## config.mk

```make
export PLATFORM = sky130hd
export DESIGN_NAME = stbd_queue
export DESIGN_NICKNAME = d
export VERILOG_FILES = /design/src/design/stbd_pkg.sv /design/src/design/stbd_queue.sv
export SDC_FILE = /design/constraint.sdc
export NUM_CORES = 1
export LEC_CHECK = 0
export ABC_AREA = 1
export BUFFER_PORTS_ARGS = -buffer_cell sky130_fd_sc_hd__buf_2
export CAP_MARGIN = 20
export CORE_UTILIZATION = 32
export DETAILED_ROUTE_END_ITERATION = 8
export GPL_ROUTABILITY_DRIVEN = 0
export MAX_ROUTING_LAYER = met4
export SLEW_MARGIN = 20
export SYNTH_ARGS = -nofsm -noshare
export SYNTH_HDL_FRONTEND = slang
export SYNTH_SLANG_ARGS = --single-unit
```

## constraint.sdc

```tcl
create_clock -name clk_i -period 1.4 [get_ports clk_i]
set_clock_uncertainty 0.05 [all_clocks]
set_input_delay 0.07 -clock clk_i [delete_from_list [all_inputs] [get_ports clk_i]]
set_output_delay 0.07 -clock clk_i [all_outputs]
set_load 0.02 [all_outputs]
```

## src/design/stbd_pkg.sv

```systemverilog
// Shared constants and types of the sonar bottom detector.
// No dependencies.
package stbd_pkg;

  localparam int unsigned AMP_BITS        = 16;
  localparam int unsigned MAX_SAMPLES_DEF = 4096;
  localparam int unsigned PCT_W           = 7;
  localparam int unsigned BLANK_W         = 13;
  localparam int unsigned IDX_OUT_W       = 12;
  localparam int unsigned CONF_W          = 16;
  localparam int unsigned CFG_IDX_W       = 2;
  localparam int unsigned CFG_DATA_W      = 13;
  localparam int unsigned DVD_W           = 2 * AMP_BITS;
  localparam int unsigned THR_W           = AMP_BITS + 1;
  localparam int unsigned RECIP_W         = 24;
  localparam int unsigned RECIP_SHIFT     = 30;

  localparam logic [PCT_W-1:0]     PCT_RESET = PCT_W'(50);
  // ceil(2^30 / 100): exact floor division by 100 for products below 2^23
  localparam logic [RECIP_W-1:0]   PCT_RECIP = RECIP_W'(10737419);

  localparam logic [CFG_IDX_W-1:0] REG_THRESHOLD_PERCENT = CFG_IDX_W'(0);
  localparam logic [CFG_IDX_W-1:0] REG_BLANKING_COUNT    = CFG_IDX_W'(1);

  typedef struct packed {
    logic                start;
    logic [DVD_W-1:0]    dividend;
    logic [AMP_BITS-1:0] divisor;
  } div_req_t;

  typedef struct packed {
    logic             done;
    logic [DVD_W-1:0] quot;
  } div_rsp_t;

  typedef struct packed {
    logic                 found;
    logic [IDX_OUT_W-1:0] hit_index;
    logic [AMP_BITS-1:0]  peak;
    logic [CONF_W-1:0]    conf;
  } result_t;

endpackage

```

## src/design/stbd_queue.sv

```systemverilog
// Two-entry job queue between the sample loader and the scan engine.
// Depends on stbd_pkg.
module stbd_queue import stbd_pkg::*; #(
  parameter int unsigned W = AMP_BITS
) (
  input  logic         clk_i,
  input  logic         rst_ni,
  input  logic         push_i,
  input  logic [W-1:0] push_data_i,
  input  logic         pop_i,
  output logic [W-1:0] pop_data_o,
  output logic         empty_o
);

  logic [W-1:0] slot_q [2];
  logic         wptr_q, rptr_q;
  logic [1:0]   cnt_q;

  always_ff @(posedge clk_i or negedge rst_ni) begin
    if (!rst_ni) begin
      wptr_q <= 1'b0;
      rptr_q <= 1'b0;
      cnt_q  <= '0;
    end else begin
      if (push_i) wptr_q <= ~wptr_q;
      if (pop_i)  rptr_q <= ~rptr_q;
      case ({push_i, pop_i})
        2'b10:   cnt_q <= cnt_q + 2'd1;
        2'b01:   cnt_q <= cnt_q - 2'd1;
        default: cnt_q <= cnt_q;
      endcase
    end
  end

  always_ff @(posedge clk_i) begin
    if (push_i) slot_q[wptr_q] <= push_data_i;
  end

  assign pop_data_o = slot_q[rptr_q];
  assign empty_o    = cnt_q == 2'd0;

endmodule

```

==> run metrics <==
Area Growth Syn to Fin 37.1%; core area 4380 um2; worst setup path startpoint rptr_q; vias in the first global route 975; Cell Rows 24; # diodes 0; Initial DRC Count 27; routed via count 940; largest net degree at the start of global routing 23; Critical Path Start Type register; Pre-Repair DR Iteration Count 4; die area 4890 um2; Required @ worst endpoint 1.28 ns; final WL 2.63 mm; pwr dens 1870 nW/um2; gr usage total 12.7%; Leakage Power 0.894 nW; drt wl/cell 11.7 um; initial antenna violation count 0; initial core utilization 33.6%; critical-path maximum fanout 22; Crit Path Class register to output pin; post-synthesis cell area 1480 um2; Hold Vio Cnt, Final 0; status finished clean; Die W 69.9 um; Antenna Nets Post-Route 0; CP Cell Sequence buf_12 > nand2_1 > o21ai_2 > buf_2; CTS buffer count 5; syn nets 128; nets@finish 193; FMAX 0.741 GHz; Slew @ Worst Pin 0.201 ns; Reg2Reg Depth 3; Setup crit end kind output pin; RR Endpoint slot_q[1][14]; Worst-Skew Late Latency 0.28 ns; post-synthesis register bit count 36; critical path's slowest cell dfrtp_2; Syn Inst Count 107; WP data arrival 1.23 ns; CTS Root Cell clkbuf_8; final worst path period need 1.35 ns; GRT Residual Overflow 0; PortBufs 36; Reg2Reg Launch Point wptr_q; Die Ht 69.9 um; CTS Buffer Depth 2; vias per cell 4.18; worst reg-to-reg setup slack 0.23 ns; CTS Sinks 36; CP endpoint pop_data_o[3]; library cells used by synthesis 14; IR drop worst, VDD 0.000873 V; first-pass GRT wire length 4.48 mm; layout cells sized above 1 38.2%; clock-pin slew on the worst setup and hold paths 0.07 ns; unrepaired setup endpoints after global routing false; Tightest Hold Check Type input pin to async pin; Slew Viols, Final 0; Slew headroom 86.5%; Synth warnings 0; sequential-to-total area share from yosys stat 71.9%; syn avg cell area 13.8 um2; Clock H-tree levels 2; boundary pin count 37; Setup violations, final 0; Fin Setup TNS 0 ns; Remaining DRCs 0; Detailed Place HPWL 1.97 mm; Total Power 0.00377 W; MaxCap Viol Count 0; worst stage delay on the critical path 0.43 ns; final cycle utilization of the critical path 96.5%; CTS tree done
## what timing repair did
action,4_1_cts,5_1_grt
setup endpoints to repair,14,11
gates resized for setup,1,8
cloned,0,0
setup buffers,0,1
endpoints found under the hold margin,38,0
hold buffers,19,0
## layout by cell type (no fill, tap or decap)
cell           netlist  final
buf_12               2      1
buf_2                0     30
buf_4                0     10
buf_6                2      2
clkbuf_8             0      5
clkinv_1             0      1
clkinv_2             0      2
dfrtp_1              4      3
dfrtp_2              0      1
dlygate4sd3_1        0     19
edfxtp_1            32     32
ha_1                 1      1
inv_1               22     22
nand2_1             21     21
nand3_1              1      1
nand4_1              1      1
nor2_1               2      1
nor2_2               0      1
o21ai_0              2      2
o21ai_2             14     14
xnor2_1              1      1
xor2_1               2      2
## synthesized netlist by cell type
cell      instances  area share, %
inv_1            22            5.6
edfxtp_1         32             65
xor2_1            2            1.2
o21ai_2          14            8.3
buf_12            2            2.7
nor2_1            2           0.51
nand3_1           1           0.34
o21ai_0           2           0.68
dfrtp_1           4            6.8
nand2_1          21            5.3
nand4_1           1           0.42
xnor2_1           1           0.59
ha_1              1           0.85
buf_6             2            1.5
## kinds of logic (layout without fill, tap and decap cells)
kind of cell	after synthesis	after routing	synth area share, %
buffers and inverters	26	92	9.84
DFF	36	36	71.9
xor gates and xnor gates	3	3	1.78
and+or+nand+nor	25	25	6.62
AOI/OAI and AO/OA	16	16	8.99
adders and majority gates	1	1	0.848
## per-layer routing
metal  GRT usage, %  up-vias  part of all wire [%]
met3           3.90        7                   5.1
li1               -      482                     -
met4           8.00        0                   2.6
met1           14.9      417                    47
met2           19.0       34                    45
met5              -        -                     0
## how the worst min path moves through the flow
| stage | slack (ns) | to |
|---|---|---|
| after CTS | 0.06 | cnt_q[0] |
| after global routing | 0.05 | cnt_q[0] |
| after floorplan | -0.28 | cnt_q[0] |
| final | 0.07 | cnt_q[0] |
| after global placement | -0.17 | cnt_q[1] |
| after detailed placement | -0.17 | cnt_q[1] |
## area by class of cell
class / count / area, um2
clock inverters: 3 / 13.8
multi-input cells: 45 / 272
well taps: 52 / 65.1
repair buffers: 62 / 458
inverters: 22 / 82.6
clock buffers: 5 / 68.8
flip-flops and latches: 36 / 1060
fillers: 409 / 2360
## state kept, by name, summed over array words and instances, names as in the netlist
signal / cells
cnt_q: 2
rptr_q: 1
slot_q: 32
wptr_q: 1
## critical path, delay by kind of cell (launching register included)
family,cells,cell delay [ns]
buffers and inverters,2,0.36
AND/OR/NAND/NOR,1,0.09
flip-flops,1,0.43
AO/OA/AOI/OAI,1,0.05
## where the power goes
part	switching, W	internal, W	leakage (nW)
Combinational	0.000907	0.000627	0.503
Clock	0.000340	0.000337	0.0453
Sequential	0.000119	0.00144	0.346
Total	0.00137	0.00241	0.894
## through the flow
| stage | std cells | setup slack, ns | cell area [um2] | utilization, % | hold WS, ns |
|---|---|---|---|---|---|
| detailed placement | 197 | 0.236 | 1720 | 39.2 | -0.169 |
| global placement | 197 | 0.267 | 1720 | 39.2 | -0.172 |
| floorplan | 107 | 0.108 | 1480 | - | -0.276 |
| global route | 225 | 0.00182 | 2020 | 46.1 | 0.0529 |
| CTS | 224 | 0.00148 | 1990 | 45.4 | 0.0572 |
| finish | 225 | 0.0497 | 2020 | 46.1 | 0.0651 |
Power figures use the tool's default switching activity.
