### src/design/stbd_pkg.sv
// Shared constants and types of the sonar bottom detector.
// No dependencies.
package stbd_pkg;

  localparam int unsigned AMP_BITS        = 16;
  localparam int unsigned MAX_SAMPLES_DEF = 4096;
  localparam int unsigned PCT_W           = 7;
  localparam int unsigned BLANK_W         = 13;
  localparam int unsigned IDX_OUT_W       = 12;
  localparam int unsigned CONF_W          = 16;
  localparam int unsigned CFG_IDX_W       = 2;
  localparam int unsigned CFG_DATA_W      = 13;
  localparam int unsigned DVD_W           = 2 * AMP_BITS;
  localparam int unsigned THR_W           = AMP_BITS + 1;
  localparam int unsigned RECIP_W         = 24;
  localparam int unsigned RECIP_SHIFT     = 30;

  localparam logic [PCT_W-1:0]     PCT_RESET = PCT_W'(50);
  // ceil(2^30 / 100): exact floor division by 100 for products below 2^23
  localparam logic [RECIP_W-1:0]   PCT_RECIP = RECIP_W'(10737419);

  localparam logic [CFG_IDX_W-1:0] REG_THRESHOLD_PERCENT = CFG_IDX_W'(0);
  localparam logic [CFG_IDX_W-1:0] REG_BLANKING_COUNT    = CFG_IDX_W'(1);

  typedef struct packed {
    logic                start;
    logic [DVD_W-1:0]    dividend;
    logic [AMP_BITS-1:0] divisor;
  } div_req_t;

  typedef struct packed {
    logic             done;
    logic [DVD_W-1:0] quot;
  } div_rsp_t;

  typedef struct packed {
    logic                 found;
    logic [IDX_OUT_W-1:0] hit_index;
    logic [AMP_BITS-1:0]  peak;
    logic [CONF_W-1:0]    conf;
  } result_t;

endpackage

### src/design/stbd_div.sv
// Radix-2 restoring divider, one quotient bit per cycle.
// Depends on stbd_pkg.
module stbd_div import stbd_pkg::*; (
  input  logic     clk_i,
  input  logic     rst_ni,
  input  div_req_t req_i,
  output div_rsp_t rsp_o
);

  localparam int unsigned CNT_W = $clog2(DVD_W + 1);

  logic                busy_q, done_q;
  logic [CNT_W-1:0]    cnt_q;
  logic [DVD_W-1:0]    dvd_q;
  logic [AMP_BITS-1:0] rem_q, dvs_q;
  logic [AMP_BITS:0]   rem_sh, diff;
  logic                ge;

  assign rem_sh = {rem_q, dvd_q[DVD_W-1]};
  assign ge     = rem_sh >= {1'b0, dvs_q};
  assign diff   = rem_sh - {1'b0, dvs_q};

  always_ff @(posedge clk_i or negedge rst_ni) begin
    if (!rst_ni) begin
      busy_q <= 1'b0;
      done_q <= 1'b0;
      cnt_q  <= '0;
    end else begin
      done_q <= 1'b0;
      if (req_i.start) begin
        busy_q <= 1'b1;
        cnt_q  <= CNT_W'(DVD_W);
      end else if (busy_q) begin
        cnt_q <= cnt_q - CNT_W'(1);
        if (cnt_q == CNT_W'(1)) begin
          busy_q <= 1'b0;
          done_q <= 1'b1;
        end
      end
    end
  end

  always_ff @(posedge clk_i) begin
    if (req_i.start) begin
      dvd_q <= req_i.dividend;
      dvs_q <= req_i.divisor;
      rem_q <= '0;
    end else if (busy_q) begin
      dvd_q <= {dvd_q[DVD_W-2:0], ge};
      rem_q <= ge ? diff[AMP_BITS-1:0] : rem_sh[AMP_BITS-1:0];
    end
  end

  assign rsp_o.done = done_q;
  assign rsp_o.quot = dvd_q;

endmodule

### config.mk
export PLATFORM = sky130hd
export DESIGN_NAME = stbd_div
export DESIGN_NICKNAME = d
export VERILOG_FILES = /design/src/design/stbd_pkg.sv /design/src/design/stbd_div.sv
export SDC_FILE = /design/constraint.sdc
export NUM_CORES = 1
export LEC_CHECK = 0
export ABC_CLOCK_PERIOD_IN_PS = 3000
export BUFFER_PORTS_ARGS = -buffer_cell sky130_fd_sc_hd__buf_2
export CAP_MARGIN = 25
export CORE_AREA = 2 2 88 90
export DETAILED_ROUTE_END_ITERATION = 16
export DIE_AREA = 0 0 90 92
export GPL_TIMING_DRIVEN = 0
export PLACE_DENSITY = 0.76
export SLEW_MARGIN = 5
export SYNTH_ARGS = -nofsm -noshare
export SYNTH_HDL_FRONTEND = slang
export SYNTH_SLANG_ARGS = --single-unit
### constraint.sdc
create_clock -name clk_i -period 3 [get_ports clk_i]
set_clock_uncertainty 0.1 [all_clocks]
set_input_delay 0.45 -clock clk_i [delete_from_list [all_inputs] [get_ports clk_i]]
set_output_delay 0.45 -clock clk_i [all_outputs]
set_load 0.01 [all_outputs]
==> results_dict.tcl <==
set metrics [dict create \
    finalSetupViolations 0 \
    rsz0062_at_grt "false" \
    die_x_um 90 \
    grt_antenna_before_repair 0 \
    cp_max_fo 10 \
    p_leak_uw 0.00202 \
    syn_to_final_growth_pct 19.6 \
    multi_input_area_sq_um 1810 \
    grt_pass1_wl_mm 15.5 \
    use_met1_pct 27.8 \
    critPathSlowestCell "a221o_1" \
    p_per_area_nw_per_um2 565 \
    cp.required_ns 2.98 \
    htreeDepth 3 \
    ios 84 \
    start_kind "flop" \
    dr.pass1.iters 4 \
    antenna_cells 0 \
    p_total_uw 2660 \
    worstPathCellList "inv_1 -> ha_1 -> nand3_1 -> o22ai_1 -> a221o_1 -> a221oi_2 -> buf_2 -> o21ai_0" \
    grt.busiest_layer "met2" \
    drt-total-wl_mm 9.20 \
    grt_max_degree 23 \
    dpl.hpwl_mm 6.69 \
    peakVddDrop_uv 330 \
    min_path_type "in -> reg" \
    placementRows 32 \
    regArea_sq_um 1960 \
    drive_gt1_share_pct 30.0 \
    dieHeight_um 92 \
    fin_tns_setup_ns 0 \
    clockBufferDepth 2 \
    synth_edf_count 48 \
    port_buffers 83 \
    start_util_pct 52.9 \
    fill_cells 623 \
    worst_skew_pair.late_latency_ns 0.36 \
    synth_top_area_share_pct 36.6 \
    routed_via_density 5.63 \
    synth_commonest_cells "48 x edfxtp_1, 31 x mux2_2, 26 x nand2_1" \
    grt_use_total_pct 23.6 \
    clock.fmax_mhz 353 \
    design_area_sq_um 4710 \
    run_status "completed" \
    place.gp.congestion 0.912 \
    ys_seq_area_share_pct 49.8 \
    cts-buffers-inserted 9 \
    max-slew-margin-rel_pct 49.6 \
    ant_nets 0 \
    avgSynthCellArea_sq_um 10.9 \
    synth_cells 362 \
    hold_violations 0 \
    synth_warnings 0 \
    synth_seq_cells 72 \
    die_area_sq_um 8280 \
    worstSetupEndpointType "flop" \
    arrival_ns 2.81 \
    ys_types 53 \
    grt_use_met3_pct 6.98 \
    critPathKind "reg -> reg" \
    drcViolationCount 0 \
    dr_total_vias 3179 \
    coreArea_sq_um 7450 \
    synth.most_common_cell "edfxtp_1" \
    period_minus_slack_ns 2.83 \
    post_drt_wl_per_cell_um 16.3 \
    path_clk_slew_ns 0.09 \
    slowest_delay_ns 0.45 \
    ys_top_cells_by_area "edfxtp_1 37%, mux2_2 8.9%, dfxtp_1 8.1%" \
    gr-total-overflow 0 \
    synth_ff_type "edfxtp_1" \
    post-cts-setup-buffers 0 \
    worstMarginPinSlew_ns 0.755 \
    async_flop_share_pct 11.1 \
    first_global_vias 3304 \
    cts_root_buffer "clkbuf_8" \
    met2_usage_pct 40.2 \
    netlist_area_sq_um 3940 \
    layout.nets 528 \
    placed_cell_area_sq_um 4500 \
    drtIter0Drc 215 \
    maxCapViolCount 0 \
    fin_util_pct 63.3 \
    synth_top_area_cell "edfxtp_1" \
    synth_nets 432 \
    drv_slew 0 \
    cts_tree "built" \
    fin_crit_sh_pct 94.4 \
    cts_sinks 72 \
]
## sequential cells by signal, summed over array words and instances (netlist names)
| signal | count |
|---|---|
| dvs_q | 16 |
| cnt_q | 6 |
| rem_q | 16 |
| done_q | 1 |
| busy_q | 1 |
| dvd_q | 32 |
## critical path: cells and delay by family, from the launching register on
| family | cells | cell delay [ns] |
|---|---|---|
| compound gates | 4 | 1.22 |
| fa+ha+maj | 1 | 0.30 |
| buf+inv | 2 | 0.40 |
| simple gates | 1 | 0.18 |
| flops | 1 | 0.37 |
## stage by stage
| step | std cells | setup WS, ns | hold WS [ns] |
|---|---|---|---|
| 3_5_place_dp | 548 | -0.00861 | 0.205 |
| 5_1_grt | 565 | 0.00489 | 0.153 |
| 2_1_floorplan | 362 | 0.553 | 0.0544 |
| 4_1_cts | 565 | 0.165 | 0.152 |
| 3_3_place_gp | 547 | 0.0296 | 0.205 |
| 6_report | 565 | 0.169 | 0.166 |
## final cells by class
| class | instances | area share [%] |
|---|---|---|
| sequential | 72 | 41.6 |
| multi-input combinational | 248 | 38.3 |
| timing repair buffer | 85 | 9.35 |
| clock buffer | 10 | 2.71 |
| tap | 102 | 2.71 |
| inverter | 25 | 1.99 |
| buffer | 17 | 1.81 |
| clock inverter | 6 | 1.46 |
## cells by family after synthesis
logic type,count (synthesis),share of synthesized area (%)
flops,72,49.8
compound gates,79,13.7
buf+inv,42,4.54
xor+xnor,12,2.67
mux,36,10.1
simple gates,102,13.0
fa+ha+maj,19,6.22
## report_power, final
group          switching [uW]  internal [uW]
registers                78.6           1200
clock network             393            390
logic                     329            271
total                     800           1860
## what timing repair did
action,in CTS,in global routing
resized for setup,1,0
setup endpoints to repair,1,0
hold buffers,1,0
endpoints found under the hold margin,8,0
## per-layer routing
metal	routed length (um)	vias to the layer above
li1	-	1542
met1	3820	1494
met2	4420	122
met3	705	21
met4	257	0
met5	0	-
## placed cells by master (no fill, tap or decap), types with 6 or more instances in the layout
cell	instances
ha_1	18
and3_1	6
xnor2_1	7
edfxtp_1	48
o21a_1	6
clkbuf_1	10
clkbuf_8	9
nand3_1	13
inv_1	25
nor3_1	7
buf_2	85
mux2_2	31
dfxtp_1	16
a21oi_1	15
o21ai_0	18
dfrtp_1	8
nand2_1	26
nor2_1	25
## final timing paths
kind	start	to	slack, ns	cells after the start
worst min register to register	rem_q[9]	rem_q[9]	0.41	2
worst max-delay path	dvs_q[8]	dvd_q[0]	0.17	8
worst max register to register	dvs_q[8]	dvd_q[0]	0.17	8
max in group asynchronous	rst_ni	cnt_q[2]	2.25	2
worst min-delay path	req_i[5]	dvs_q[5]	0.17	1
min in group asynchronous	rst_ni	cnt_q[4]	0.37	2
No activity file was read; power rests on OpenSTA's default activity.
