$ cat config.mk
export PLATFORM = sky130hd
export DESIGN_NAME = stbd_front
export DESIGN_NICKNAME = d
export VERILOG_FILES = /design/src/design/stbd_pkg.sv /design/src/design/stbd_front.sv
export SDC_FILE = /design/constraint.sdc
export NUM_CORES = 1
export LEC_CHECK = 0
export BUFFER_PORTS_ARGS = -buffer_cell sky130_fd_sc_hd__buf_2
export CAP_MARGIN = 10
export CORE_MARGIN = 2
export CORE_UTILIZATION = 40
export CTS_BUF_LIST = sky130_fd_sc_hd__clkbuf_4
export DETAILED_ROUTE_END_ITERATION = 16
export GPL_TIMING_DRIVEN = 0
export PLACE_DENSITY = 0.72
export REMOVE_ABC_BUFFERS = 1
export SETUP_SLACK_MARGIN = 0.05
export SYNTH_ARGS = -nofsm -noshare
export SYNTH_HDL_FRONTEND = slang
export SYNTH_SLANG_ARGS = --single-unit
$ cat constraint.sdc
create_clock -name clk_i -period 4.45 [get_ports clk_i]
set_clock_uncertainty 0.15 [all_clocks]
set_input_delay 0.2225 -clock clk_i [delete_from_list [all_inputs] [get_ports clk_i]]
set_output_delay 0.2225 -clock clk_i [all_outputs]
set_load 0.05 [all_outputs]
$ cat src/design/stbd_pkg.sv
// Shared constants and types of the sonar bottom detector.
// No dependencies.
package stbd_pkg;

  localparam int unsigned AMP_BITS        = 16;
  localparam int unsigned MAX_SAMPLES_DEF = 4096;
  localparam int unsigned PCT_W           = 7;
  localparam int unsigned BLANK_W         = 13;
  localparam int unsigned IDX_OUT_W       = 12;
  localparam int unsigned CONF_W          = 16;
  localparam int unsigned CFG_IDX_W       = 2;
  localparam int unsigned CFG_DATA_W      = 13;
  localparam int unsigned DVD_W           = 2 * AMP_BITS;
  localparam int unsigned THR_W           = AMP_BITS + 1;
  localparam int unsigned RECIP_W         = 24;
  localparam int unsigned RECIP_SHIFT     = 30;

  localparam logic [PCT_W-1:0]     PCT_RESET = PCT_W'(50);
  // ceil(2^30 / 100): exact floor division by 100 for products below 2^23
  localparam logic [RECIP_W-1:0]   PCT_RECIP = RECIP_W'(10737419);

  localparam logic [CFG_IDX_W-1:0] REG_THRESHOLD_PERCENT = CFG_IDX_W'(0);
  localparam logic [CFG_IDX_W-1:0] REG_BLANKING_COUNT    = CFG_IDX_W'(1);

  typedef struct packed {
    logic                start;
    logic [DVD_W-1:0]    dividend;
    logic [AMP_BITS-1:0] divisor;
  } div_req_t;

  typedef struct packed {
    logic             done;
    logic [DVD_W-1:0] quot;
  } div_rsp_t;

  typedef struct packed {
    logic                 found;
    logic [IDX_OUT_W-1:0] hit_index;
    logic [AMP_BITS-1:0]  peak;
    logic [CONF_W-1:0]    conf;
  } result_t;

endpackage

$ cat src/design/stbd_front.sv
// Sample loader: counts samples, writes the store, tracks the ping peak.
// Depends on stbd_pkg.
module stbd_front import stbd_pkg::*; #(
  parameter int unsigned MAX_SAMPLES = MAX_SAMPLES_DEF,
  localparam int unsigned CW = $clog2(MAX_SAMPLES + 1),
  localparam int unsigned IW = $clog2(MAX_SAMPLES)
) (
  input  logic                clk_i,
  input  logic                rst_ni,
  input  logic                acc_i,
  input  logic [AMP_BITS-1:0] amp_i,
  input  logic                last_i,
  input  logic [BLANK_W-1:0]  blank_i,
  output logic                wr_en_o,
  output logic [IW-1:0]       wr_addr_o,
  output logic [AMP_BITS-1:0] wr_data_o,
  output logic                push_o,
  output logic [CW-1:0]       push_n_o,
  output logic [AMP_BITS-1:0] push_peak_o
);

  logic [CW-1:0]       cnt_q, cnt_d;
  logic [AMP_BITS-1:0] peak_q, peak_d;
  logic                room, counted;

  always_comb begin
    room    = 32'(cnt_q) < MAX_SAMPLES;
    counted = room && (32'(cnt_q) >= 32'(blank_i));
    cnt_d   = room ? cnt_q + CW'(1) : cnt_q;
    peak_d  = (counted && amp_i > peak_q) ? amp_i : peak_q;
  end

  always_ff @(posedge clk_i or negedge rst_ni) begin
    if (!rst_ni) begin
      cnt_q  <= '0;
      peak_q <= '0;
    end else if (acc_i) begin
      cnt_q  <= last_i ? '0 : cnt_d;
      peak_q <= last_i ? '0 : peak_d;
    end
  end

  assign wr_en_o     = acc_i && room;
  assign wr_addr_o   = cnt_q[IW-1:0];
  assign wr_data_o   = amp_i;
  assign push_o      = acc_i && last_i;
  assign push_n_o    = cnt_d;
  assign push_peak_o = peak_d;

endmodule

==> impl_summary.log <==
[metrics] Min Clock Period, post-route: 3.568 ns
[metrics] r2r startpoint: peak_q[13]
[metrics] depth of the worst register-to-register path: 8
[metrics] final RePlAce weighted congestion: 0.7188
[metrics] aggregate routed wire length: 6783 um
[metrics] slew at the pin closest to its max-slew limit: 0.9292 ns
[metrics] part of the cycle the worst path needs: 0.8018
[metrics] synthesized cell area: 0.002826 mm2
[metrics] post-synthesis async set-or-reset flop share: 1.000
[metrics] insertion delay to the later sink of the worst-skew pair: 0.33 ns
[metrics] via count of the first global-routing pass: 2431
[metrics] Psw: 491.5 uW
[metrics] largest fanout on the critical path: 17
[metrics] vias after detailed routing: 2450
[metrics] count of hold-fix buffers inserted at cts: 13
[metrics] number of nets with antenna violations after detailed routing: 0
[metrics] hold path cells: 2
[metrics] IO buf count: 91
[metrics] Layout Area Growth over Synthesis: 16.64%
[metrics] Sum Neg Setup Slack: 0 ns
[metrics] outcome: finished, final reports clean
[metrics] Final Max Slew Viols: 0
[metrics] count of inserted antenna diode cells: 0
[metrics] highest-count cells in the layout ignoring fill and taps: 91 x buf_2, 33 x inv_1, 30 x ha_1, 29 x dfrtp_1, 27 x nor2_1
[metrics] share of layout cells above drive strength 1: 0.3263
[metrics] static leakage: 0.001877 uW
[metrics] number of storage elements in the synthesis netlist: 29
[metrics] category of the worst setup path capture point: primary output
[metrics] Crit Path Category: input port to primary output
[metrics] maximum number of pins on one net before global-route repair: 31
[metrics] net count of the finished layout: 439
[metrics] synthesized area per cell: 9.207 um2
[metrics] post-layout total power: 1044 uW
[metrics] first-iteration detailed-routing DRC count: 143
[metrics] total iterations of the first detailed-routing run: 4
[metrics] portion of the post-synthesis area used by sequential elements: 0.2568
[metrics] number of distinct library cells after synthesis: 50
[metrics] routed length per instance: 14.34 um
[metrics] startpoint of the most critical hold path: amp_i[1]
[metrics] P_int: 552.5 uW
[metrics] hold endpoint: peak_q[1]
[metrics] capturing point of the worst reg2reg path: peak_q[2]
[metrics] Post-synth EDFFs: 0
[metrics] power density cells: 316.7 mW/mm2
[metrics] R2R setup slack: 1.57 ns
[metrics] first-pass GRT wire length: 11410 um
[metrics] DRC Markers: 0
[metrics] Core Region: 0.006832 mm2
[metrics] Worst slew margin: 0.3759
[metrics] Achievable Freq: 280.3 MHz
[metrics] Seq pwr share: 0.316
[metrics] clock power share: 0.167
[metrics] clock net sink count: 29
[metrics] Detailed Place HPWL: 4742 um
[metrics] VDD IR-drop max: 0.1077 mV
[metrics] unrepaired setup endpoints after global routing: no
[metrics] Die Y: 88.06 um
[metrics] H-tree levels: 2
[metrics] overflow left after global routing: 0
[metrics] endpoint arrival time on the critical path: 3.20 ns
[metrics] total global-route track usage: 0.1863
[metrics] TritonCTS buffer count: 5
[metrics] Post-synth top flop: dfrtp_1
[metrics] combinational cell fraction of total power: 0.517
[metrics] total setup violations reported at the end of the flow: 0
[metrics] clock-pin slew on the worst setup and hold paths: 0.09 ns
[metrics] initial core utilization: 0.4137
[metrics] post-cts resize count: 0
[metrics] endpoint required time on the critical path: 4.08 ns
[metrics] maximum root-to-sink buffer count: 2
[metrics] setup bufs post-CTS: 0
[metrics] Placed Cells incl. Taps: 452
[metrics] commonest non-fill, non-tap cell in the layout: buf_2
[metrics] critical path launch point type: input port
[metrics] number of max-cap violations: 0
[metrics] path type of the worst min-delay path: input port to register
[metrics] DIE AREA: 0.007755 mm2
[metrics] Switching Fraction: 0.4708
[metrics] initial antenna violation count: 0
[metrics] Site Rows: 30
[metrics] clock tree from TritonCTS: yes
[metrics] routed vias/inst: 5.180
[metrics] synthesized instance count: 307
[metrics] buffer cell driving the clock tree root: clkbuf_4
[metrics] final cell count without fillers: 473
[metrics] Final Hold Fails: 0
[metrics] Warnings, synthesis: 0
[metrics] total I/O pin count: 92
[metrics] Die Wd: 88.06 um
## worst max-delay path, cell delays in order
cell	delay (ns)
dlygate4sd3_1	0.53
buf_2	0.14
ha_1	0.31
nand4_2	0.16
nor4_2	0.36
a21boi_2	0.25
o31a_2	0.45
nand2_8	0.19
mux2_4	0.35
buf_2	0.21
## cells in the mapped netlist (all sizes together), types with 8 or more instances
library cell | instances | area (um2)
a211o | 15 | 131.4
a21oi | 11 | 55.05
clkbuf | 8 | 31.28
o2bb2ai | 8 | 70.07
mux2 | 16 | 210.2
nand2 | 12 | 63.82
buf | 34 | 264.0
inv | 33 | 123.9
a211oi | 15 | 112.6
ha | 30 | 375.4
nor2 | 27 | 101.4
dfrtp | 29 | 725.7
## logic make-up (layout without fill, tap and decap cells)
group                      count (synthesis)  count (layout)  synth area share
buffers and inverters                     75             145            0.1483
muxes                                     23              23           0.09916
AOI/OAI and AO/OA                         75              75            0.2010
xor gates and xnor gates                  11              11           0.03409
DFF                                       29              29            0.2568
adders and majority gates                 30              30            0.1328
and+or+nand+nor                           64              64            0.1279
## layout make-up
type | count | area, um2
Timing Repair Buffer | 104 | 585.6
Multi-Input combinational cell | 203 | 1682
Tap cell | 96 | 120.1
Fill cell | 680 | 3535
Inverter | 33 | 123.9
Clock buffer | 8 | 60.06
Sequential cell | 29 | 725.7
## worst max-delay path by stage
stage,startpoint,end,slack (ns),depth (start not counted)
6_report,amp_i[14],push_peak_o[13],0.88,10
3_5_place_dp,cnt_q[12],push_peak_o[4],1.26,7
5_1_grt,amp_i[15],push_peak_o[11],0.73,10
3_3_place_gp,cnt_q[12],push_peak_o[4],1.28,7
2_1_floorplan,cnt_q[11],push_peak_o[0],1.11,7
4_1_cts,cnt_q[12],push_peak_o[4],0.88,7
## power groups by stage
stage / clock, uW / sequential, uW / combinational (uW)
after CTS: 183 / 330 / 541
after global routing: 196 / 335 / 590
after global placement: 0 / 333 / 522
final: 175 / 330 / 539
after detailed placement: 0 / 335 / 531
after floorplan: 0 / 355 / 355
## layer usage
layer	up-vias	global-route usage	wire length, um
met3	9	0.03582	322
met2	63	0.3106	3278
met5	-	0	0
li1	1215	-	-
met4	0	0.06198	121
met1	1163	0.2432	3060
## stage by stage
stage / instance area (um2) / hold WS [ns] / util / setup WS (ns)
floorplan: 2531 / -0.2231 / - / 1.111
global placement: 3107 / 0.1567 / 0.4548 / 1.276
detailed placement: 3107 / 0.1603 / 0.4548 / 1.262
CTS: 3297 / 0.001992 / 0.4826 / 0.8785
global route: 3297 / 0.006062 / 0.4826 / 0.7312
finish: 3297 / 0.01167 / 0.4826 / 0.8822
## registers in the layout, indices dropped and copies added, names as in the netlist
register and flops:
cnt_q 13, peak_q 16
Power figures use the tool's default switching activity.
